$ cat config.mk
export PLATFORM = sky130hd
export DESIGN_NAME = radix_integer_parser
export DESIGN_NICKNAME = d
export VERILOG_FILES = /design/src/hw/rtl/rip_pkg.sv /design/src/hw/rtl/rip_step.sv /design/src/hw/rtl/radix_integer_parser.sv
export SDC_FILE = /design/constraint.sdc
export NUM_CORES = 1
export LEC_CHECK = 0
export BUFFER_PORTS_ARGS = -buffer_cell sky130_fd_sc_hd__buf_2
export CAP_MARGIN = 15
export CORE_UTILIZATION = 35
export CTS_CLUSTER_SIZE = 28
export DETAILED_ROUTE_END_ITERATION = 12
export PLACE_DENSITY_LB_ADDON = 0.25
export RECOVER_POWER = 50
export SLEW_MARGIN = 20
export SYNTH_ARGS = -nofsm -noshare
export SYNTH_HDL_FRONTEND = slang
export SYNTH_HIERARCHICAL = 1
export SYNTH_SLANG_ARGS = --single-unit
$ cat constraint.sdc
create_clock -name clock -period 7.8 [get_ports clock]
set_input_delay 0.39 -clock clock [delete_from_list [all_inputs] [get_ports clock]]
set_output_delay 0.39 -clock clock [all_outputs]
set_load 0.05 [all_outputs]
$ cat src/hw/rtl/rip_pkg.sv
// Package with the item types, codes and constants of the radix integer parser.
`timescale 1ns / 1ps

package rip_pkg;

   // One character of the text.
   typedef struct packed {
      logic [7:0] char_code;
      logic       last_char;
      logic       text_empty;
   } req_item_type;

   // One parse result.
   typedef struct packed {
      logic [63:0] parsed_value;
      logic [1:0]  parse_status;
   } rsp_item_type;

   typedef logic [2:0] radix_mode_type;

   localparam radix_mode_type MODE_AUTO = 3'd0;
   localparam radix_mode_type MODE_BIN  = 3'd1;
   localparam radix_mode_type MODE_OCT  = 3'd2;
   localparam radix_mode_type MODE_DEC  = 3'd3;
   localparam radix_mode_type MODE_HEX  = 3'd4;

   localparam logic [1:0] STATUS_OK       = 2'd0;
   localparam logic [1:0] STATUS_FAIL     = 2'd1;
   localparam logic [1:0] STATUS_OVERFLOW = 2'd2;

   typedef enum logic [1:0] {
      RADIX_2,
      RADIX_8,
      RADIX_10,
      RADIX_16
   } radix_type;

   typedef enum logic [1:0] {
      POS_START,
      POS_HELD,
      POS_DECIDED
   } position_type;

   localparam logic [6:0] COUNT_MAX = 7'd64;

   localparam logic [7:0] CHAR_ZERO  = 8'h30;
   localparam logic [7:0] CHAR_NINE  = 8'h39;
   localparam logic [7:0] CHAR_LOW_A = 8'h61;
   localparam logic [7:0] CHAR_LOW_F = 8'h66;
   localparam logic [7:0] CHAR_UP_A  = 8'h41;
   localparam logic [7:0] CHAR_UP_F  = 8'h46;
   localparam logic [7:0] CHAR_LOW_B = 8'h62;
   localparam logic [7:0] CHAR_LOW_O = 8'h6f;
   localparam logic [7:0] CHAR_LOW_X = 8'h78;

   // Running state of the text being parsed.
   typedef struct packed {
      logic [63:0]  accumulator;
      logic [7:0]   held_first_char;
      position_type char_position;
      logic [6:0]   digit_count;
      radix_type    effective_radix;
      logic         failed_flag;
   } text_state_type;

endpackage

$ cat src/hw/rtl/rip_step.sv
// Combinational parse step: next text state and result for one character item.
`timescale 1ns / 1ps

module rip_step (
   input  rip_pkg::radix_mode_type radix_mode,
   input  rip_pkg::text_state_type cur_state,
   input  rip_pkg::req_item_type   item,
   output rip_pkg::text_state_type next_state,
   output rip_pkg::rsp_item_type   result,
   output logic                    result_valid
);

   typedef struct packed {
      logic               strip;
      rip_pkg::radix_type radix;
      logic               fail;
   } decision_type;

   // Returns {valid, digit} for character c in radix r.
   function automatic logic [4:0] digit_of(logic [7:0] c, rip_pkg::radix_type r);
      logic [3:0] d;
      logic       ok;
      logic       in_range;
      d = 4'd0;
      ok = 1'b1;
      if (c >= rip_pkg::CHAR_ZERO && c <= rip_pkg::CHAR_NINE) begin
         d = c[3:0];
      end else if (c >= rip_pkg::CHAR_LOW_A && c <= rip_pkg::CHAR_LOW_F) begin
         d = c[3:0] + 4'd9;
      end else if (c >= rip_pkg::CHAR_UP_A && c <= rip_pkg::CHAR_UP_F) begin
         d = c[3:0] + 4'd9;
      end else begin
         ok = 1'b0;
      end
      unique case (r)
         rip_pkg::RADIX_2:  in_range = (d < 4'd2);
         rip_pkg::RADIX_8:  in_range = (d < 4'd8);
         rip_pkg::RADIX_10: in_range = (d < 4'd10);
         rip_pkg::RADIX_16: in_range = 1'b1;
      endcase
      return {ok & in_range, d};
   endfunction

   // Multiplication by the radix: shifts, and shift-and-add for ten.
   function automatic logic [63:0] scale(logic [63:0] acc, rip_pkg::radix_type r);
      logic [63:0] s;
      unique case (r)
         rip_pkg::RADIX_2:  s = {acc[62:0], 1'b0};
         rip_pkg::RADIX_8:  s = {acc[60:0], 3'b000};
         rip_pkg::RADIX_10: s = {acc[60:0], 3'b000} + {acc[62:0], 1'b0};
         rip_pkg::RADIX_16: s = {acc[59:0], 4'b0000};
      endcase
      return s;
   endfunction

   function automatic logic [6:0] digit_limit(rip_pkg::radix_type r);
      logic [6:0] lim;
      unique case (r)
         rip_pkg::RADIX_2:  lim = 7'd63;
         rip_pkg::RADIX_8:  lim = 7'd21;
         rip_pkg::RADIX_10: lim = 7'd19;
         rip_pkg::RADIX_16: lim = 7'd16;
      endcase
      return lim;
   endfunction

   function automatic decision_type decide(rip_pkg::radix_mode_type mode, logic have_second,
                                           logic [7:0] first, logic [7:0] second);
      decision_type dec;
      logic         zero_lead;
      zero_lead = have_second && (first == rip_pkg::CHAR_ZERO);
      dec = '{strip: 1'b0, radix: rip_pkg::RADIX_10, fail: 1'b0};
      unique case (mode)
         rip_pkg::MODE_AUTO: begin
            if (zero_lead && second == rip_pkg::CHAR_LOW_B) begin
               dec.strip = 1'b1;
               dec.radix = rip_pkg::RADIX_2;
            end else if (zero_lead && second == rip_pkg::CHAR_LOW_O) begin
               dec.strip = 1'b1;
               dec.radix = rip_pkg::RADIX_8;
            end else if (zero_lead && second == rip_pkg::CHAR_LOW_X) begin
               dec.strip = 1'b1;
               dec.radix = rip_pkg::RADIX_16;
            end
         end
         rip_pkg::MODE_BIN: begin
            dec.radix = rip_pkg::RADIX_2;
            dec.strip = zero_lead && (second == rip_pkg::CHAR_LOW_B);
         end
         rip_pkg::MODE_OCT: begin
            dec.radix = rip_pkg::RADIX_8;
            dec.strip = zero_lead && (second == rip_pkg::CHAR_LOW_O);
         end
         rip_pkg::MODE_DEC: begin
            dec.radix = rip_pkg::RADIX_10;
         end
         rip_pkg::MODE_HEX: begin
            dec.radix = rip_pkg::RADIX_16;
            dec.strip = zero_lead && (second == rip_pkg::CHAR_LOW_X);
         end
         default: begin
            dec.fail = 1'b1;
         end
      endcase
      return dec;
   endfunction

   // The held first character is always the first digit, so the accumulator is still zero.
   function automatic rip_pkg::text_state_type feed_held(rip_pkg::text_state_type s);
      rip_pkg::text_state_type r;
      logic [4:0]              dig;
      r = s;
      dig = digit_of(s.held_first_char, s.effective_radix);
      if (!s.failed_flag) begin
         if (!dig[4]) begin
            r.failed_flag = 1'b1;
         end else begin
            r.accumulator = {60'd0, dig[3:0]};
            r.digit_count = 7'd1;
         end
      end
      return r;
   endfunction

   function automatic rip_pkg::text_state_type feed_char(rip_pkg::text_state_type s,
                                                         logic [7:0] c);
      rip_pkg::text_state_type r;
      logic [4:0]              dig;
      r = s;
      dig = digit_of(c, s.effective_radix);
      if (!s.failed_flag) begin
         if (!dig[4]) begin
            r.failed_flag = 1'b1;
         end else begin
            r.accumulator = scale(s.accumulator, s.effective_radix) + {60'd0, dig[3:0]};
            if (s.digit_count < rip_pkg::COUNT_MAX) begin
               r.digit_count = s.digit_count + 7'd1;
            end
         end
      end
      return r;
   endfunction

   rip_pkg::text_state_type st;
   decision_type            dec_second;
   decision_type            dec_end;
   logic                    do_feed;
   logic                    end_text;
   logic [1:0]              status;

   always_comb begin
      st = cur_state;
      do_feed = 1'b0;
      dec_second = decide(radix_mode, 1'b1, cur_state.held_first_char, item.char_code);
      if (!item.text_empty) begin
         unique case (st.char_position)
            rip_pkg::POS_START: begin
               st.held_first_char = item.char_code;
               st.char_position = rip_pkg::POS_HELD;
            end
            rip_pkg::POS_HELD: begin
               st.effective_radix = dec_second.radix;
               st.failed_flag = st.failed_flag | dec_second.fail;
               st.char_position = rip_pkg::POS_DECIDED;
               if (!dec_second.strip) begin
                  st = feed_held(st);
                  do_feed = 1'b1;
               end
            end
            rip_pkg::POS_DECIDED: begin
               do_feed = 1'b1;
            end
            default: begin
               st = cur_state;
            end
         endcase
      end
      if (do_feed) begin
         st = feed_char(st, item.char_code);
      end

      end_text = item.text_empty | item.last_char;
      dec_end = decide(radix_mode, 1'b0, st.held_first_char, 8'd0);
      // A text of one character decides its base only here, at its end.
      if (end_text && st.char_position == rip_pkg::POS_HELD) begin
         st.effective_radix = dec_end.radix;
         st.failed_flag = st.failed_flag | dec_end.fail;
         st = feed_held(st);
         st.char_position = rip_pkg::POS_DECIDED;
      end

      priority if (st.char_position == rip_pkg::POS_START || st.failed_flag ||
                   st.digit_count == 7'd0) begin
         status = rip_pkg::STATUS_FAIL;
      end else if (st.digit_count > digit_limit(st.effective_radix)) begin
         status = rip_pkg::STATUS_OVERFLOW;
      end else begin
         status = rip_pkg::STATUS_OK;
      end
   end

   assign result = '{parsed_value: st.accumulator, parse_status: status};
   assign result_valid = end_text;
   assign next_state = end_text ? rip_pkg::text_state_type'('0) : st;

endmodule

$ cat src/hw/rtl/radix_integer_parser.sv
// Top level of the radix integer parser: input register, parse step, result register.
//
//   channel   direction  handshake              payload
//   req_      in         req_valid / req_stall  rip_pkg::req_item_type, one character
//   rsp_      out        rsp_valid / rsp_stall  rip_pkg::rsp_item_type, one result per text
//   csr_      in         csr_valid / csr_ready  radix mode, 3 bits
//
// One item per cycle is accepted while req_stall is low; each text gives one registered result.
// The rate is set by the single parse step between the input and result registers.
// Reset is synchronous and clears the radix mode to auto and the text state.
// req_stall rises only when a text-ending item waits in the input register behind a
// stalled result; items that end no text keep flowing while a result waits.
`timescale 1ns / 1ps

module radix_integer_parser (
   input  logic                    clock,
   input  logic                    reset,
   input  logic                    req_valid,
   output logic                    req_stall,
   input  rip_pkg::req_item_type   req_item,
   output logic                    rsp_valid,
   input  logic                    rsp_stall,
   output rip_pkg::rsp_item_type   rsp_item,
   input  logic                    csr_valid,
   output logic                    csr_ready,
   input  rip_pkg::radix_mode_type csr_wdata
);

   rip_pkg::radix_mode_type radix_mode_ff;
   logic                    in_valid_ff;
   logic                    in_valid_in;
   rip_pkg::req_item_type   in_item_ff;
   rip_pkg::text_state_type state_ff;
   rip_pkg::text_state_type state_in;
   logic                    rsp_valid_ff;
   logic                    rsp_valid_in;
   rip_pkg::rsp_item_type   rsp_item_ff;
   rip_pkg::rsp_item_type   step_result;
   logic                    step_result_valid;
   logic                    out_free;
   logic                    advance;
   logic                    req_accept;

   rip_step u_step (
      .radix_mode   (radix_mode_ff),
      .cur_state    (state_ff),
      .item         (in_item_ff),
      .next_state   (state_in),
      .result       (step_result),
      .result_valid (step_result_valid)
   );

   assign out_free = !rsp_valid_ff || !rsp_stall;
   // Items that end no text never wait for the result register.
   assign advance = in_valid_ff && (!step_result_valid || out_free);
   assign req_stall = in_valid_ff && !advance;
   assign req_accept = req_valid && !req_stall;
   assign in_valid_in = req_accept || (in_valid_ff && !advance);

   always_comb begin
      if (advance && step_result_valid) begin
         rsp_valid_in = 1'b1;
      end else if (!rsp_stall) begin
         rsp_valid_in = 1'b0;
      end else begin
         rsp_valid_in = rsp_valid_ff;
      end
   end

   always_ff @(posedge clock) begin
      if (reset) begin
         radix_mode_ff <= rip_pkg::MODE_AUTO;
         in_valid_ff <= 1'b0;
         rsp_valid_ff <= 1'b0;
         state_ff <= rip_pkg::text_state_type'('0);
      end else begin
         if (csr_valid) begin
            radix_mode_ff <= csr_wdata;
         end
         in_valid_ff <= in_valid_in;
         rsp_valid_ff <= rsp_valid_in;
         if (advance) begin
            state_ff <= state_in;
         end
      end
   end

   always_ff @(posedge clock) begin
      if (req_accept) begin
         in_item_ff <= req_item;
      end
      if (advance && step_result_valid) begin
         rsp_item_ff <= step_result;
      end
   end

   assign csr_ready = 1'b1;
   assign rsp_valid = rsp_valid_ff;
   assign rsp_item = rsp_item_ff;

endmodule

==> results of run 1 <==
## repair_timing
action | CTS | global route
gates resized for setup | 0 | 25
setup buffers | 0 | 7
setup endpoints to repair | 0 | 66
endpoints found under the hold margin | 0 | 0
## flip-flops by register name, indices dropped and copies added, names as in the netlist
register       cells
radix_mode_ff      3
in_item_ff        10
rsp_valid          1
in_valid_ff        1
rsp_item          66
state_ff          84
## worst paths after layout
| path | end | slack (ps) | depth (start not counted) |
|---|---|---|---|
| hold reg to reg | state_ff[81] | 480 | 2 |
| setup reg to reg | state_ff[83] | 320 | 24 |
| hold / removal | in_item_ff[8] | 60 | 1 |
| setup / recovery | state_ff[83] | 320 | 24 |
## kinds of logic after synthesis
kind of cell / after synthesis / share of synthesized area [%]
adder cells (fa/ha/maj): 85 / 6.23
other: 1 / 0.0217
XOR/XNOR: 106 / 5.36
multiplexers: 143 / 8.44
buffers and inverters: 191 / 4.79
AO/OA/AOI/OAI: 576 / 21.6
AND/OR/NAND/NOR: 990 / 30.1
flip-flops: 165 / 23.5
## routing by layer
metal | wire, µm | part of all wire [%] | track usage, %
met5 | 0 | 0 | 0
met4 | 2510 | 4.1 | 11.9
met3 | 3500 | 5.7 | 3.74
met2 | 27000 | 44 | 38.5
met1 | 27900 | 46 | 32.1
## power breakdown
group	switching (mW)	total [mW]	internal, mW
Clock	0.432	0.854	0.422
Sequential	0.0113	0.929	0.918
Combinational	0.158	0.231	0.0725
## final cells by class
cell class / count / area (µm²)
inverters: 46 / 173
clock inverters: 14 / 135
repair buffers: 179 / 1040
clock buffers: 18 / 429
multi-input cells: 1901 / 12600
fillers: 5179 / 29600
flip-flops and latches: 165 / 4070
well taps: 664 / 831
## synth_stat cells, types with 55 or more instances
| master | number |
|---|---|
| nand2b_1 | 186 |
| nand2_1 | 253 |
| ha_1 | 83 |
| edfxtp_1 | 76 |
| nor3_1 | 55 |
| clkbuf_1 | 103 |
| a21oi_1 | 171 |
| mux2i_1 | 137 |
| o21ai_0 | 121 |
| nor2_1 | 204 |
| and2_1 | 85 |
| dfxtp_1 | 89 |
| xnor2_1 | 57 |
## through the flow
step	hold slack (ps)	instances	util [%]	power (mW)	cell area, µm²
after CTS	25.8	2980	39.3	2.04	19200
after floorplan	444	2257	-	1.12	17300
after global placement	463	2948	38.2	1.17	18600
after detailed placement	468	2948	38.2	1.18	18600
final	64.8	2987	39.4	2.01	19300
after global routing	33.5	2987	39.4	2.09	19300
==> out/results.ini, run 1 <==
[yosys]
avgSynthCellArea_um2=7.67
yosysSeqAreaShare_pct=23.5
synth_top_area_share_pct=13.2
syn_inst=2257
synthArstFlopShare_pct=0
yosysUniqueCellTypes=104
netlist_area_um2=17300
synth_edf_count=76
yosysTopAreaCell=edfxtp_1
synth_flop_cell=dfxtp_1
ys_warn_count=6
syn_nets=2360
synth_area_leaders=edfxtp_1, dfxtp_1, mux2i_1
synth-seq-cells=165

[sta]
rsz0062_at_grt=false
worst_pin_slew_ps=3260
worst_slack_ps=324
fin_crit_ps=7480
clock_skew_ps=16.9
finalHoldViolations=0
setup_violations=0
final_max_slew_viol_count=240
fin_crit_sh_pct=95.9
slew_headroom_pct=-117
fmaxAchievable_ghz=0.134
fin_setup_tns_ps=0

[grt]
grt_usage_pct=24.3
grt_pass1_wl_um=95200
antenna_found_initial=1
grt_pass1_vias=16801
grt_max_degree=104
grt-ovfl-total=0

[worst_setup_path]
r2r_start=state_ff[15]
crit_family=simple AND/OR/NAND/NOR gates
path_buf_inv=2
cp_max_fo=14
slowest_delay_ps=590
slowest_stage=or4b_4
path_cells=or4b_4 > a211oi_4 > nor2_2 > or4_4 > o21ai_4 > buf_4 > and2_1 > ha_1 > nand2_1 > o21ai_0 > a31oi_1 > buf_4 > a31oi_1 > o211ai_1 > o311ai_2 > o211ai_1 > or4b_1 > or3b_2 > nor3_1 > and3b_1 > xor2_1 > o21ai_0 > nand2b_1 > mux2i_1
critPathLaunchType=flip-flop
critical_path_arrival_ps=7830
cp-startpoint=state_ff[15]
end_kind=flip-flop
worstPathRequired_ps=8150
critPathKind=reg -> reg

[drt]
wl_um=60900
detail-route-antenna-nets=0
num_vias=17334
dr.pass1.iters=6
viasPerCell=5.80
post_drt_wl_per_cell_um=20.4
drtIter0Drc=1308
drc=0

[hold_path]
holdCritPathClass=in -> reg
hp-start=req_item[8]

[run_status]
violations=capacitance limit, slew limit
status=finished, violations left

[job]
maxCapViolCount=4

[layout]
final_common_cell=nand2_1
areaGrowthSynthToFinish_pct=11.2
diodes=0
drive_gt1_share_pct=9.51
fin_nets=2413
final_cell_mix=nand2_1, nor2_1, nand2b_1

[place]
dp_hpwl_um=44300
pre_cts_ws_ps=123
io_buffers=85
gp_congestion=0.998

[pwr]
power_leakage_nw=6.78
max-vdd-ir-drop_mv=0.158
powerDensity_nw_per_um2=105

[floorplanning]
die_y_um=224
core.rowCount=81
ioPinCount=87
start_util_pct=35.4
dieArea_um2=50400
core_um2=48800
die_x_um=224

[clocking]
clock-sinks=165
clkSlewWorstSetupHoldPaths_ps=70
cts_made_buffers=17
clk_latency_ps=500
cts_tree=yes
htreeDepth=4
ctsHoldBuffers=0
clk_path_buf_depth=2
root_buffer=clkbuf_16

Power figures use the tool's default switching activity.
==> run 2: changes to the inputs <==
--- a/config.mk
+++ b/config.mk
@@ -7,8 +7,9 @@
 export LEC_CHECK = 0
 export BUFFER_PORTS_ARGS = -buffer_cell sky130_fd_sc_hd__buf_2
 export CAP_MARGIN = 15
+export CORE_MARGIN = 5
 export CORE_UTILIZATION = 35
-export CTS_CLUSTER_SIZE = 28
+export CTS_CLUSTER_SIZE = 8
 export DETAILED_ROUTE_END_ITERATION = 12
 export PLACE_DENSITY_LB_ADDON = 0.25
 export RECOVER_POWER = 50
==> out/results.ini, run 2 (same netlist as run 1, synthesis figures left out) <==
[layout]
drive_gt1_share_pct=9.89
utilization_pct=39.5
fin_nets=2416
diodes=0
top_register=state_ff
final_common_cell=nand2_1
largest_reg_flops=84
areaGrowthSynthToFinish_pct=11.7
fillerInstances=5114
final_cell_mix=nand2_1, nor2_1, nand2b_1

[worst_setup_path]
critPathLaunchType=flip-flop
path_buf_inv=1
end_kind=flip-flop
crit_family=simple AND/OR/NAND/NOR gates
worstPathRequired_ps=8150
slowest_stage=or4b_1
cp_max_fo=23
slowest_delay_ps=590
critical_path_arrival_ps=7750
critPathKind=reg -> reg

[clocking]
clk_path_buf_depth=2
root_buffer=clkbuf_16
cts_made_buffers=17
ctsHoldBuffers=0
htreeDepth=4
clk_latency_ps=500
clkSlewWorstSetupHoldPaths_ps=70
cts_tree=yes
clock-sinks=165

[sta]
whs_ps=69.4
rsz0062_at_grt=false
setup_violations=0
finalHoldViolations=0
clock_skew_ps=22.8
fin_crit_sh_pct=95.0
slew_headroom_pct=-133
final_max_slew_viol_count=221
fmaxAchievable_ghz=0.135
fin_setup_tns_ps=0
fin_crit_ps=7410
worst_pin_slew_ps=3500

[hold_path]
holdCritPathClass=in -> reg

[pwr]
p_sw_share_pct=28.2
powerDensity_nw_per_um2=106
power_leakage_nw=6.83
totalPowerFinal_mw=2.05
pwr-share-clk_pct=43.3
seqPwrFrac_pct=45.4
internal-power_mw=1.47
p_sw_mw=0.579
max-vdd-ir-drop_mv=0.121
combinationalPowerShare_pct=11.3

[drt]
dr.pass1.iters=6
drtIter0Drc=1414
wl_um=62300
viasPerCell=5.78
detail-route-antenna-nets=0
num_vias=17272
drc=0
post_drt_wl_per_cell_um=20.9

[floorplanning]
die_y_um=232
ioPinCount=87
core_um2=49000
dieArea_um2=54000
die_x_um=232
start_util_pct=35.4
core.rowCount=81

[grt]
antenna_found_initial=0
grt_pass1_vias=16672
grt_pass1_wl_um=96200
grt-ovfl-total=0
grt_max_degree=104
grt_usage_pct=22.6

[run_status]
violations=capacitance limit, slew limit
status=finished, violations left

[place]
io_buffers=85
gp_congestion=0.967
dp_hpwl_um=46100

[job]
maxCapViolCount=3

[run 2: power by group through the flow]
stage | Combinational [mW] | Clock, mW | Sequential, mW
CTS | 0.232 | 0.932 | 0.929
finish | 0.232 | 0.887 | 0.930
detailed placement | 0.231 | 0 | 0.948
global route | 0.249 | 0.949 | 0.932
floorplan | 0.138 | 0 | 0.978
global placement | 0.229 | 0 | 0.948
[run 2: worst paths after layout]
kind / to / cells past startpoint / slack, ps / start
hold / removal: in_item_ff[4] / 1 / 70 / req_item[4]
setup reg to reg: state_ff[83] / 25 / 390 / in_item_ff[3]
hold reg to reg: state_ff[83] / 2 / 490 / state_ff[83]
setup / recovery: state_ff[83] / 25 / 390 / in_item_ff[3]
[run 2: timing repair]
item,4_1_cts,5_1_grt
resized for setup,0,31
setup buffers,0,2
endpoints found under the setup margin,0,74
[run 2: per-stage QoR]
stage,cell area (µm²),std cells,setup slack (ps)
floorplan,17300,2257,99.1
global placement,18700,2956,255
detailed placement,18700,2956,124
CTS,19300,2988,64.9
global route,19300,2990,8.18
finish,19300,2990,394
[run 2: final cells by class]
cell class              count  area (µm²)  area share (%)
clock inverters            15         164           0.848
inverters                  46         173           0.893
repair buffers            182        1070            5.55
well taps                 664         831            4.30
flip-flops and latches    165        4070            21.0
multi-input cells        1901       12600            65.2
clock buffers              17         425            2.20
[run 2: routing by layer]
layer / GRT usage [%] / vias up / routed length, µm
met4: 8.57 / 0 / 2000
met2: 37.6 / 567 / 28800
li1: - / 8252 / -
met1: 29.6 / 8334 / 28100
met5: 0 / - / 0
met3: 3.51 / 119 / 3430
